**config.mk**
```make
export PLATFORM = sky130hd
export DESIGN_NAME = priority_warning_queue
export DESIGN_NICKNAME = d
export VERILOG_FILES = /design/src/hdl/pwq_pkg.sv /design/src/hdl/pwq_ram.sv /design/src/hdl/pwq_ctrl.sv /design/src/hdl/priority_warning_queue.sv
export SDC_FILE = /design/constraint.sdc
export NUM_CORES = 1
export LEC_CHECK = 0
export ABC_CLOCK_PERIOD_IN_PS = 10400
export BUFFER_PORTS_ARGS = -buffer_cell sky130_fd_sc_hd__buf_2
export CAP_MARGIN = 25
export CORE_MARGIN = 1
export CORE_UTILIZATION = 48
export CTS_BUF_LIST = sky130_fd_sc_hd__clkbuf_8
export DETAILED_ROUTE_END_ITERATION = 7
export PLACE_DENSITY = 0.7
export SETUP_SLACK_MARGIN = 0.05
export SKIP_LAST_GASP = 1
export SYNTH_ARGS = -nofsm -noshare
export SYNTH_HDL_FRONTEND = slang
export SYNTH_SLANG_ARGS = --single-unit
```
**constraint.sdc**
```tcl
create_clock -name clk -period 10.4 [get_ports clk]
set_input_delay 1.56 -clock clk [delete_from_list [all_inputs] [get_ports clk]]
set_output_delay 1.56 -clock clk [all_outputs]
set_load 0.01 [all_outputs]
```
**src/hdl/pwq_pkg.sv**
```systemverilog
// ----------------------------------------------------------------------------
// pwq_pkg: shared types and constants of the priority warning queue
// Sizes of the entry store, field widths, operation and status codes, and the
// structs that run between the controller, the entry RAM and the top level.
// ----------------------------------------------------------------------------
package pwq_pkg;

	// Queue capacity and stored ID width.
	localparam int CAPACITY = 32;
	localparam int ID_BITS  = 8;

	// Fixed field widths of the stream words.
	localparam int ID_W    = 8;
	localparam int PRIO_W  = 16;
	localparam int TOTAL_W = 6;
	localparam int DATA_W  = 32;

	// Derived storage widths.
	localparam int IDX_W   = (CAPACITY > 1) ? $clog2(CAPACITY) : 1;
	localparam int CNT_W   = $clog2(CAPACITY + 1);
	localparam int ENTRY_W = ID_BITS + PRIO_W;

	typedef enum logic [1:0] {
		MODE_ADD    = 2'd0,
		MODE_REMOVE = 2'd1,
		MODE_CLEAR  = 2'd2,
		MODE_PEEK   = 2'd3
	} mode_t;

	typedef enum logic [1:0] {
		ST_DONE   = 2'd0,
		ST_DUP    = 2'd1,
		ST_FULL   = 2'd2,
		ST_ABSENT = 2'd3
	} status_t;

	typedef enum logic [2:0] {
		S_IDLE,
		S_SCAN,
		S_SHIFT,
		S_INSERT,
		S_HEAD,
		S_RESULT
	} state_t;

	// One access cycle of the entry RAM: one write port, one read port.
	typedef struct packed {
		logic               we;
		logic [IDX_W-1:0]   waddr;
		logic [ENTRY_W-1:0] wdata;
		logic               re;
		logic [IDX_W-1:0]   raddr;
	} ram_req_t;

	// Result of one operation.
	typedef struct packed {
		logic               head_valid;
		logic [ID_W-1:0]    head_id;
		logic [PRIO_W-1:0]  head_priority;
		logic [TOTAL_W-1:0] entry_total;
		status_t            status;
	} rslt_t;

endpackage

```
**src/hdl/pwq_ram.sv**
```systemverilog
// ----------------------------------------------------------------------------
// pwq_ram: generic simple dual-port RAM
// One write port and one read port; read data is registered and holds its
// value in cycles without a read.
// ----------------------------------------------------------------------------
module pwq_ram #(
	parameter  int WIDTH = 8,
	parameter  int DEPTH = 32,
	localparam int AW    = (DEPTH > 1) ? $clog2(DEPTH) : 1
) (
	input  logic             clk,
	input  logic             we,
	input  logic [AW-1:0]    waddr,
	input  logic [WIDTH-1:0] wdata,
	input  logic             re,
	input  logic [AW-1:0]    raddr,
	output logic [WIDTH-1:0] rdata
);

	logic [WIDTH-1:0] mem [DEPTH];

	always_ff @(posedge clk) begin
		if (we) begin
			mem[waddr] <= wdata;
		end
		if (re) begin
			rdata <= mem[raddr];
		end
	end

endmodule

```
**src/hdl/pwq_ctrl.sv**
```systemverilog
// ----------------------------------------------------------------------------
// pwq_ctrl: operation sequencer of the priority warning queue
// Scans the entry RAM for the ID and the insert position, shifts entries up
// or down through a registered read/write pipeline, writes the new entry and
// reads the head back for the result.
// ----------------------------------------------------------------------------
module pwq_ctrl (
	input  logic                            clk,
	input  logic                            arst_n,
	input  logic                            in_valid,
	output logic                            in_ready,
	input  pwq_pkg::mode_t                  in_mode,
	input  logic [pwq_pkg::ID_W-1:0]        in_id,
	input  logic [pwq_pkg::PRIO_W-1:0]      in_prio,
	output logic                            rslt_valid,
	input  logic                            rslt_ready,
	output pwq_pkg::rslt_t                  rslt,
	output pwq_pkg::ram_req_t               ram_req,
	input  logic [pwq_pkg::ENTRY_W-1:0]     ram_rdata
);

	import pwq_pkg::*;

	state_t              state_q, state_d;
	mode_t               mode_q;
	status_t             status_q;
	logic [ID_BITS-1:0]  id_q;
	logic [PRIO_W-1:0]   prio_q;
	logic [CNT_W-1:0]    fill_q;
	logic [CNT_W-1:0]    scan_q;
	logic [CNT_W-1:0]    sh_q;
	logic [CNT_W-1:0]    sh_dec;
	logic [CNT_W-1:0]    sh_inc;
	logic [CNT_W-1:0]    at_inc;
	logic                pend_s1;
	logic [IDX_W-1:0]    tag_s1;
	logic [IDX_W-1:0]    tag_d;
	logic                found_q;
	logic [IDX_W-1:0]    at_q;
	logic                pos_found_q;
	logic [IDX_W-1:0]    pos_q;
	logic [IDX_W-1:0]    ins_q;
	logic                issue;
	logic                drained;
	logic                accept;
	logic                full;
	logic [ID_BITS-1:0]  rd_id;
	logic [PRIO_W-1:0]   rd_prio;

	assign rd_id   = ram_rdata[ID_BITS-1:0];
	assign rd_prio = ram_rdata[ENTRY_W-1:ID_BITS];
	assign sh_dec  = sh_q - 1'b1;
	assign sh_inc  = sh_q + 1'b1;
	assign at_inc  = CNT_W'(at_q) + 1'b1;
	assign accept  = in_valid && in_ready;
	assign full    = (fill_q == CNT_W'(CAPACITY));
	assign drained = !issue && !pend_s1;

	always_ff @(posedge clk or negedge arst_n) begin
		if (!arst_n) begin
			state_q <= S_IDLE;
		end else begin
			state_q <= state_d;
		end
	end

	always_comb begin
		state_d    = state_q;
		ram_req    = '0;
		issue      = 1'b0;
		tag_d      = scan_q[IDX_W-1:0];
		in_ready   = 1'b0;
		rslt_valid = 1'b0;
		unique case (state_q)
			S_IDLE: begin
				in_ready = 1'b1;
				if (in_valid) begin
					unique case (in_mode)
						MODE_ADD, MODE_REMOVE: state_d = S_SCAN;
						MODE_CLEAR, MODE_PEEK: state_d = S_HEAD;
						default:               state_d = S_HEAD;
					endcase
				end
			end
			S_SCAN: begin
				issue         = (scan_q < fill_q);
				ram_req.re    = issue;
				ram_req.raddr = scan_q[IDX_W-1:0];
				if (drained) begin
					if (mode_q == MODE_ADD) begin
						state_d = (found_q || full) ? S_HEAD : S_SHIFT;
					end else begin
						state_d = found_q ? S_SHIFT : S_HEAD;
					end
				end
			end
			S_SHIFT: begin
				// Add moves entries up from the tail, remove moves them down.
				if (mode_q == MODE_ADD) begin
					issue         = (sh_q > CNT_W'(ins_q));
					ram_req.raddr = sh_dec[IDX_W-1:0];
					tag_d         = sh_q[IDX_W-1:0];
				end else begin
					issue         = (sh_q < fill_q);
					ram_req.raddr = sh_q[IDX_W-1:0];
					tag_d         = sh_dec[IDX_W-1:0];
				end
				ram_req.re    = issue;
				ram_req.we    = pend_s1;
				ram_req.waddr = tag_s1;
				ram_req.wdata = ram_rdata;
				if (drained) begin
					state_d = (mode_q == MODE_ADD) ? S_INSERT : S_HEAD;
				end
			end
			S_INSERT: begin
				ram_req.we    = 1'b1;
				ram_req.waddr = ins_q;
				ram_req.wdata = {prio_q, id_q};
				state_d       = S_HEAD;
			end
			S_HEAD: begin
				ram_req.re    = (fill_q != '0);
				ram_req.raddr = '0;
				state_d       = S_RESULT;
			end
			S_RESULT: begin
				rslt_valid = 1'b1;
				if (rslt_ready) begin
					state_d = S_IDLE;
				end
			end
			default: begin
				state_d = S_IDLE;
			end
		endcase
	end

	// Control registers.
	always_ff @(posedge clk or negedge arst_n) begin
		if (!arst_n) begin
			fill_q      <= '0;
			pend_s1     <= 1'b0;
			found_q     <= 1'b0;
			pos_found_q <= 1'b0;
		end else begin
			pend_s1 <= issue;
			if (accept) begin
				found_q     <= 1'b0;
				pos_found_q <= 1'b0;
				if (in_mode == MODE_CLEAR) begin
					fill_q <= '0;
				end
			end
			if (state_q == S_SCAN && pend_s1) begin
				if (rd_id == id_q) begin
					found_q <= 1'b1;
				end
				if (!pos_found_q && prio_q >= rd_prio) begin
					pos_found_q <= 1'b1;
				end
			end
			if (state_q == S_INSERT) begin
				fill_q <= fill_q + 1'b1;
			end
			if (state_q == S_SHIFT && drained && mode_q == MODE_REMOVE) begin
				fill_q <= fill_q - 1'b1;
			end
		end
	end

	// Operand and pointer registers.
	always_ff @(posedge clk) begin
		tag_s1 <= tag_d;
		if (accept) begin
			mode_q   <= in_mode;
			id_q     <= in_id[ID_BITS-1:0];
			prio_q   <= in_prio;
			scan_q   <= '0;
			status_q <= ST_DONE;
		end
		if (state_q == S_SCAN) begin
			if (issue) begin
				scan_q <= scan_q + 1'b1;
			end
			if (pend_s1) begin
				if (rd_id == id_q) begin
					at_q <= tag_s1;
				end
				if (!pos_found_q && prio_q >= rd_prio) begin
					pos_q <= tag_s1;
				end
			end
			if (drained) begin
				if (mode_q == MODE_ADD) begin
					sh_q  <= fill_q;
					ins_q <= pos_found_q ? pos_q : fill_q[IDX_W-1:0];
					priority if (found_q) begin
						status_q <= ST_DUP;
					end else if (full) begin
						status_q <= ST_FULL;
					end
				end else begin
					sh_q <= at_inc;
					if (!found_q) begin
						status_q <= ST_ABSENT;
					end
				end
			end
		end
		if (state_q == S_SHIFT && issue) begin
			sh_q <= (mode_q == MODE_ADD) ? sh_dec : sh_inc;
		end
	end

	always_comb begin
		rslt.head_valid    = (fill_q != '0);
		rslt.head_id       = rslt.head_valid ? ID_W'(rd_id) : '0;
		rslt.head_priority = rslt.head_valid ? rd_prio : '0;
		rslt.entry_total   = TOTAL_W'(fill_q);
		rslt.status        = status_q;
	end

	// The count never passes the capacity.
	a_fill_bound: assert property (@(posedge clk) disable iff (!arst_n)
		fill_q <= CNT_W'(CAPACITY))
		else $error("entry count above capacity");

	// The shift pipeline never reads the entry that it writes in the same cycle.
	a_no_rw_clash: assert property (@(posedge clk) disable iff (!arst_n)
		ram_req.we && ram_req.re |-> ram_req.waddr != ram_req.raddr)
		else $error("read and write of the same entry in one cycle");

	// Entries are written only while shifting or inserting.
	a_write_states: assert property (@(posedge clk) disable iff (!arst_n)
		ram_req.we |-> (state_q == S_SHIFT || state_q == S_INSERT))
		else $error("entry write outside shift or insert");

	// An idle cycle without a new word leaves the count alone.
	a_idle_fill: assert property (@(posedge clk) disable iff (!arst_n)
		state_q == S_IDLE && !accept |=> $stable(fill_q))
		else $error("count changed while idle");

endmodule

```
**src/hdl/priority_warning_queue.sv**
```systemverilog
// ----------------------------------------------------------------------------
// priority_warning_queue: sorted warning queue with unique IDs
// Holds up to CAPACITY (ID, priority) entries in one RAM, highest priority
// first, newest first among equal priorities; add, remove, clear and peek
// each return one result word with the head entry, count and status.
// ----------------------------------------------------------------------------
//
// Channel   Dir  Word contents (lowest bit first)
// s_axis    in   tdata: mode[1:0], warning_id[9:2], priority_req[25:10], zero
// m_axis    out  tdata: head_id, head_priority, entry_total, status;
//                tuser: head_valid
//
// Each operation runs to its end before the next word is taken. Add and
// remove are paced by the single read port of the entry RAM: one pass
// reads every entry to find the ID and the insert point, and, unless the
// add is refused or the ID is absent, a second pass moves the entries that
// lie behind the insert or remove point by one slot. Clear and peek go
// straight to the read of the head. Reset clears the count but not the RAM;
// no clearing pass is needed, since entries beyond the count are never read.
// The finished result sits in an output register, so a new word is taken
// while the previous result still waits on m_axis_tready.
//
module priority_warning_queue (
	input  logic        clk,
	input  logic        arst_n,
	input  logic        s_axis_tvalid,
	output logic        s_axis_tready,
	// mode[1:0], warning_id[9:2], priority_req[25:10], zero fill [31:26]
	input  logic [31:0] s_axis_tdata,
	output logic        m_axis_tvalid,
	input  logic        m_axis_tready,
	// head_id[7:0], head_priority[23:8], entry_total[29:24], status[31:30]
	output logic [31:0] m_axis_tdata,
	// head_valid[0]
	output logic [0:0]  m_axis_tuser
);

	import pwq_pkg::*;

	ram_req_t             ram_req;
	logic [ENTRY_W-1:0]   ram_rdata;
	rslt_t                rslt;
	logic                 rslt_valid;
	logic                 rslt_ready;
	logic                 out_valid_q;
	rslt_t                out_q;

	// The sequencer owns all reads and writes of the entry store.
	pwq_ctrl u_ctrl (
		.clk        (clk),
		.arst_n     (arst_n),
		.in_valid   (s_axis_tvalid),
		.in_ready   (s_axis_tready),
		.in_mode    (mode_t'(s_axis_tdata[1:0])),
		.in_id      (s_axis_tdata[9:2]),
		.in_prio    (s_axis_tdata[25:10]),
		.rslt_valid (rslt_valid),
		.rslt_ready (rslt_ready),
		.rslt       (rslt),
		.ram_req    (ram_req),
		.ram_rdata  (ram_rdata)
	);

	// Entry store: priority in the upper bits, ID in the lower bits.
	pwq_ram #(
		.WIDTH (ENTRY_W),
		.DEPTH (CAPACITY)
	) u_ram (
		.clk   (clk),
		.we    (ram_req.we),
		.waddr (ram_req.waddr),
		.wdata (ram_req.wdata),
		.re    (ram_req.re),
		.raddr (ram_req.raddr),
		.rdata (ram_rdata)
	);

	// Output register: a result moves in when the register is empty or
	// is being emptied in the same cycle.
	assign rslt_ready = !out_valid_q || m_axis_tready;

	always_ff @(posedge clk or negedge arst_n) begin
		if (!arst_n) begin
			out_valid_q <= 1'b0;
		end else if (rslt_ready) begin
			out_valid_q <= rslt_valid;
		end
	end

	always_ff @(posedge clk) begin
		if (rslt_ready && rslt_valid) begin
			out_q <= rslt;
		end
	end

	assign m_axis_tvalid   = out_valid_q;
	assign m_axis_tdata    = {out_q.status, out_q.entry_total, out_q.head_priority,
		out_q.head_id};
	assign m_axis_tuser[0] = out_q.head_valid;

endmodule

```
==> PnR_summary.wiki <==
{| class="wikitable"
! Metric !! Value
|-
| Max-capacitance violation count || 0
|-
| Status || complete, no violations
|-
| Cell type contributing the most total cell area after synthesis || sky130_fd_sc_hd__edfxtp_1
|-
| Class of the most critical setup path || register to register
|-
| Final period demand of the worst path || between 4 and 5 ns
|-
| Pin count of the biggest net entering global routing || ~210
|-
| Quantity of gates resized following cts || 0
|-
| Standard cell area after detailed placement || 38400 sq um
|-
| Yosys warns || 0
|-
| Number of rows in the core area || 101
|-
| Cts hold-fix bufs || 0
|-
| Clock slew at the register clock pins of the worst setup and hold paths || 0.06 ns
|-
| Clock tree from TritonCTS || built
|-
| Detailed-route via count || 24100
|-
| PD cells || between 200 and 250 nW/um^2
|-
| Fraction of registers with async set or reset after synthesis || 0.0145
|-
| First-pass GRT wire length || 143000 microns
|-
| Final-report hold violation count || 0
|-
| Worst Reg2Reg Path Length in Cells || 10
|-
| H-tree depth || 4
|-
| Area of the mapped netlist || 36800 sq um
|-
| Worst Path Required || 10.94 ns
|-
| Proportion of power drawn by flip-flops and latches || 0.482
|-
| Detail-routed via count per cell || 6.09
|-
| Maximum clock rate || 0.201 GHz
|-
| Number of buffers inserted to repair setup after CTS || 0
|-
| Area of all placed cells without fillers || 41500 sq um
|-
| Register-to-Register Setup Slack || ~5.4 ns
|-
| VDD IR max || around 140 uV
|-
| Number of top-level pins || 71
|-
| EDFF count, synth || 872
|-
| Sink count of the clock tree || 898
|-
| All-Layer GR Usage || 0.247
|-
| R2R Path End || u_ram.rdata[7]$_DFFE_PP_
|-
| Count leader, synth || sky130_fd_sc_hd__edfxtp_1
|-
| Clock buffer count from CTS || 142
|-
| Detailed-route wire length per cell || 24.5 microns
|-
| Post-synth cell types || 66
|-
| Layout net count || roughly 2900
|-
| Rel. slew slack || 0.272
|-
| Sequential-to-total area share from yosys stat || 0.728
|-
| Final wirelength || 96700 microns
|-
| Syn Area/Cell || approximately 13 sq um
|-
| Endpoint of the worst hold-timing path || u_ctrl.pos_q[4]$_DFFE_PP_
|-
| Syn nets || 2848
|-
| P_int || 6.27 mW
|-
| Biggest area contributors in the synthesized netlist || sky130_fd_sc_hd__edfxtp_1 (71%), sky130_fd_sc_hd__nand2_1 (7.3%), sky130_fd_sc_hd__nand3_1 (2.7%), sky130_fd_sc_hd__a311oi_1 (2.1%), sky130_fd_sc_hd__a31oi_1 (1.7%)
|-
| Die Width || 279 microns
|-
| Endpoint arrival time on the critical path || 5.52 ns
|-
| Skew final || 0.0308 ns
|-
| Minimum hold slack || 0.477 ns
|-
| Hpwl dp || 53000 microns
|-
| Psw || approximately 3.0 mW
|-
| Crit path capture type || register
|-
| Height of the chip || around 280 microns
|-
| Leak Pwr || 14.5 nW
|-
| Path class of the lowest-slack min-delay path || register to register
|-
| Cell depth of the worst min-delay path || 0
|-
| Area added between synthesis and finish || 12.8%
|-
| Initial antenna violation count || 2
|-
| Count of input and output buffers || 64
|-
| Share of total power in combinational logic || 0.231
|-
| Clock group share of total power || 0.287
|-
| List of most frequent post-synthesis cells || sky130_fd_sc_hd__edfxtp_1 (872), sky130_fd_sc_hd__nand2_1 (714), sky130_fd_sc_hd__nand3_1 (195), sky130_fd_sc_hd__a31oi_1 (98), sky130_fd_sc_hd__a311oi_1 (90)
|-
| Final setup violation count || 0
|-
| Clk Latency, worst-skew pair || 0.79 ns
|-
| Top-area cell type share of the netlist area || 0.712
|-
| Number of pins exceeding their max-slew limit in the final report || 0
|-
| Gate Count Post-Synth || between 2000 and 3000
|-
| Total overflow reported by the global router || 0
|-
| Fin Setup TNS || 0 ns
|-
| Number of synthesized register bits || 898
|-
| Fraction of layout instances using a drive strength above 1 || 0.126
|-
| CP startpoint kind || register
|-
| Library cell used as clock root buffer || sky130_fd_sc_hd__clkbuf_8
|-
| Core region area || 75800 sq um
|-
| Final antenna-violating net count || 0
|-
| Number of global-route vias before repair || around 23000
|-
| Setup repair after global routing missed its margin || false
|-
| Initial standard-cell utilization of the core || 0.485
|-
| Tightest Pin Transition || 1.09 ns
|-
| Net switching share of the total power || 0.325
|-
| Die area || 77700 sq um
|-
| Maximum net fanout on the critical path || 78
|-
| Critical hold path startpoint || u_ctrl.tag_s1[4]$_DFF_P_
|-
| First DRT Iteration DRCs || ~2900
|-
| Launch point of the worst reg-to-reg path || u_ctrl.state_q[1]$_DFFE_PN0P_
|-
| RD Place Congestion || 0.868
|-
| # DRC || 0
|-
| Number of detailed-route iterations in the first pass || 6
|-
| Ys flop type || sky130_fd_sc_hd__edfxtp_1
|-
| Final period util || 0.479
|-
| Number of buffers on the longest clock path || 3
|}
[routing by layer]
metal / vias up / part of all wire / track usage
li1: 10600 / - / -
met1: 12000 / 0.39 / 0.325
met2: 1228 / 0.48 / 0.400
met3: 229 / 0.088 / 0.0442
met4: 2 / 0.039 / 0.113
met5: - / 0.00021 / 0
[cell type report]
cell class / count / area (sq um)
antenna: 1 / 2.50
clock buffer: 147 / 2020
clock inverter: 100 / 445
fill: 5968 / 34300
inverter: 36 / 135
multi-input combinational: 1656 / 9460
sequential: 898 / 26800
tap: 978 / 1220
timing repair buffer: 138 / 1420
[cell usage in the layout, fill, tap and decap left out, types with 13 or more instances in the layout]
cell / count
sky130_fd_sc_hd__nand2_1: 714
sky130_fd_sc_hd__nor2_4: 31
sky130_fd_sc_hd__inv_1: 88
sky130_fd_sc_hd__o221ai_1: 24
sky130_fd_sc_hd__buf_8: 13
sky130_fd_sc_hd__nor2_1: 48
sky130_fd_sc_hd__nor3b_1: 48
sky130_fd_sc_hd__edfxtp_1: 872
sky130_fd_sc_hd__nand3_1: 194
sky130_fd_sc_hd__a211oi_1: 48
sky130_fd_sc_hd__buf_2: 64
sky130_fd_sc_hd__o21ai_2: 16
sky130_fd_sc_hd__buf_12: 16
sky130_fd_sc_hd__dfrtp_1: 13
sky130_fd_sc_hd__clkbuf_8: 147
sky130_fd_sc_hd__a311oi_1: 90
sky130_fd_sc_hd__a21oi_1: 23
sky130_fd_sc_hd__a31oi_1: 98
sky130_fd_sc_hd__and3_1: 54
sky130_fd_sc_hd__clkinv_1: 27
sky130_fd_sc_hd__ha_1: 40
sky130_fd_sc_hd__mux2i_1: 19
sky130_fd_sc_hd__buf_4: 32
sky130_fd_sc_hd__nor2b_1: 14
sky130_fd_sc_hd__o22a_1: 22
sky130_fd_sc_hd__o21ai_0: 30
sky130_fd_sc_hd__dfxtp_1: 13
[per-stage QoR]
step,worst slack (ns),power (mW),util,instances
floorplan,6.06,5.86,-,2772
global placement,5.69,6.56,0.504,3666
detailed placement,5.63,6.63,0.507,3677
CTS,5.58,9.27,0.539,3924
global route,5.22,9.66,0.547,3954
finish,5.42,9.29,0.547,3954
[sequential cells by signal (all words and copies together) (netlist names), 2 cells and up]
name	count
m_axis_tdata	32
u_ctrl.state_q	3
u_ctrl.id_q	8
u_ctrl.prio_q	16
u_ctrl.sh_q	6
u_ctrl.ins_q	5
u_ctrl.tag_s1	5
u_ctrl.scan_q	6
u_ram.mem	768
u_ctrl.fill_q	6
u_ctrl.pos_q	5
u_ctrl.status_q	2
u_ram.rdata	24
u_ctrl.at_q	5
u_ctrl.mode_q	2
[worst max-delay path by stage]
stage / start / endpoint / cells past startpoint
after floorplan: m_axis_tready / m_axis_tdata[0]$_SDFFCE_PP0P_ / 2
after global placement: u_ctrl.mode_q[1]$_DFFE_PP_ / u_ram.rdata[14]$_DFFE_PP_ / 9
after detailed placement: u_ctrl.state_q[1]$_DFFE_PN0P_ / u_ram.rdata[7]$_DFFE_PP_ / 10
after CTS: u_ctrl.state_q[1]$_DFFE_PN0P_ / u_ram.rdata[2]$_DFFE_PP_ / 10
after global routing: u_ctrl.state_q[1]$_DFFE_PN0P_ / u_ram.rdata[2]$_DFFE_PP_ / 10
final: u_ctrl.state_q[1]$_DFFE_PN0P_ / u_ram.rdata[7]$_DFFE_PP_ / 10
[cell families (layout without fill, tap and decap cells)]
kind of cell	after synthesis	after routing	share of synthesized area
and+or+nand+nor	1159	1159	0.139
AOI/OAI and AO/OA	412	412	0.0817
muxes	23	23	0.00701
buffers and inverters	218	421	0.0254
adders and majority gates	40	40	0.0136
xor gates and xnor gates	22	22	0.00524
other	0	1	0
DFF	898	898	0.728
[critical path, cell delays in order (launching register included)]
cell and delay, ns:
sky130_fd_sc_hd__dfrtp_1 0.65, sky130_fd_sc_hd__nor3b_4 0.26, sky130_fd_sc_hd__buf_4 0.39, sky130_fd_sc_hd__a32o_4 0.70
sky130_fd_sc_hd__buf_4 0.68, sky130_fd_sc_hd__buf_4 0.82, sky130_fd_sc_hd__nand2_1 0.10, sky130_fd_sc_hd__and3_1 0.21
sky130_fd_sc_hd__a311oi_1 0.26, sky130_fd_sc_hd__a31oi_1 0.08, sky130_fd_sc_hd__o221ai_1 0.38
[power by group through the flow]
| stage | clock (mW) | sequential [mW] | combinational [mW] |
|---|---|---|---|
| 2_1_floorplan | 0 | 4.47 | 1.39 |
| 3_3_place_gp | 0 | 4.54 | 2.02 |
| 3_5_place_dp | 0 | 4.54 | 2.10 |
| 4_1_cts | 2.70 | 4.47 | 2.10 |
| 5_1_grt | 2.86 | 4.48 | 2.32 |
| 6_report | 2.67 | 4.47 | 2.15 |
Note: power is estimated with default switching activity, not from simulation.
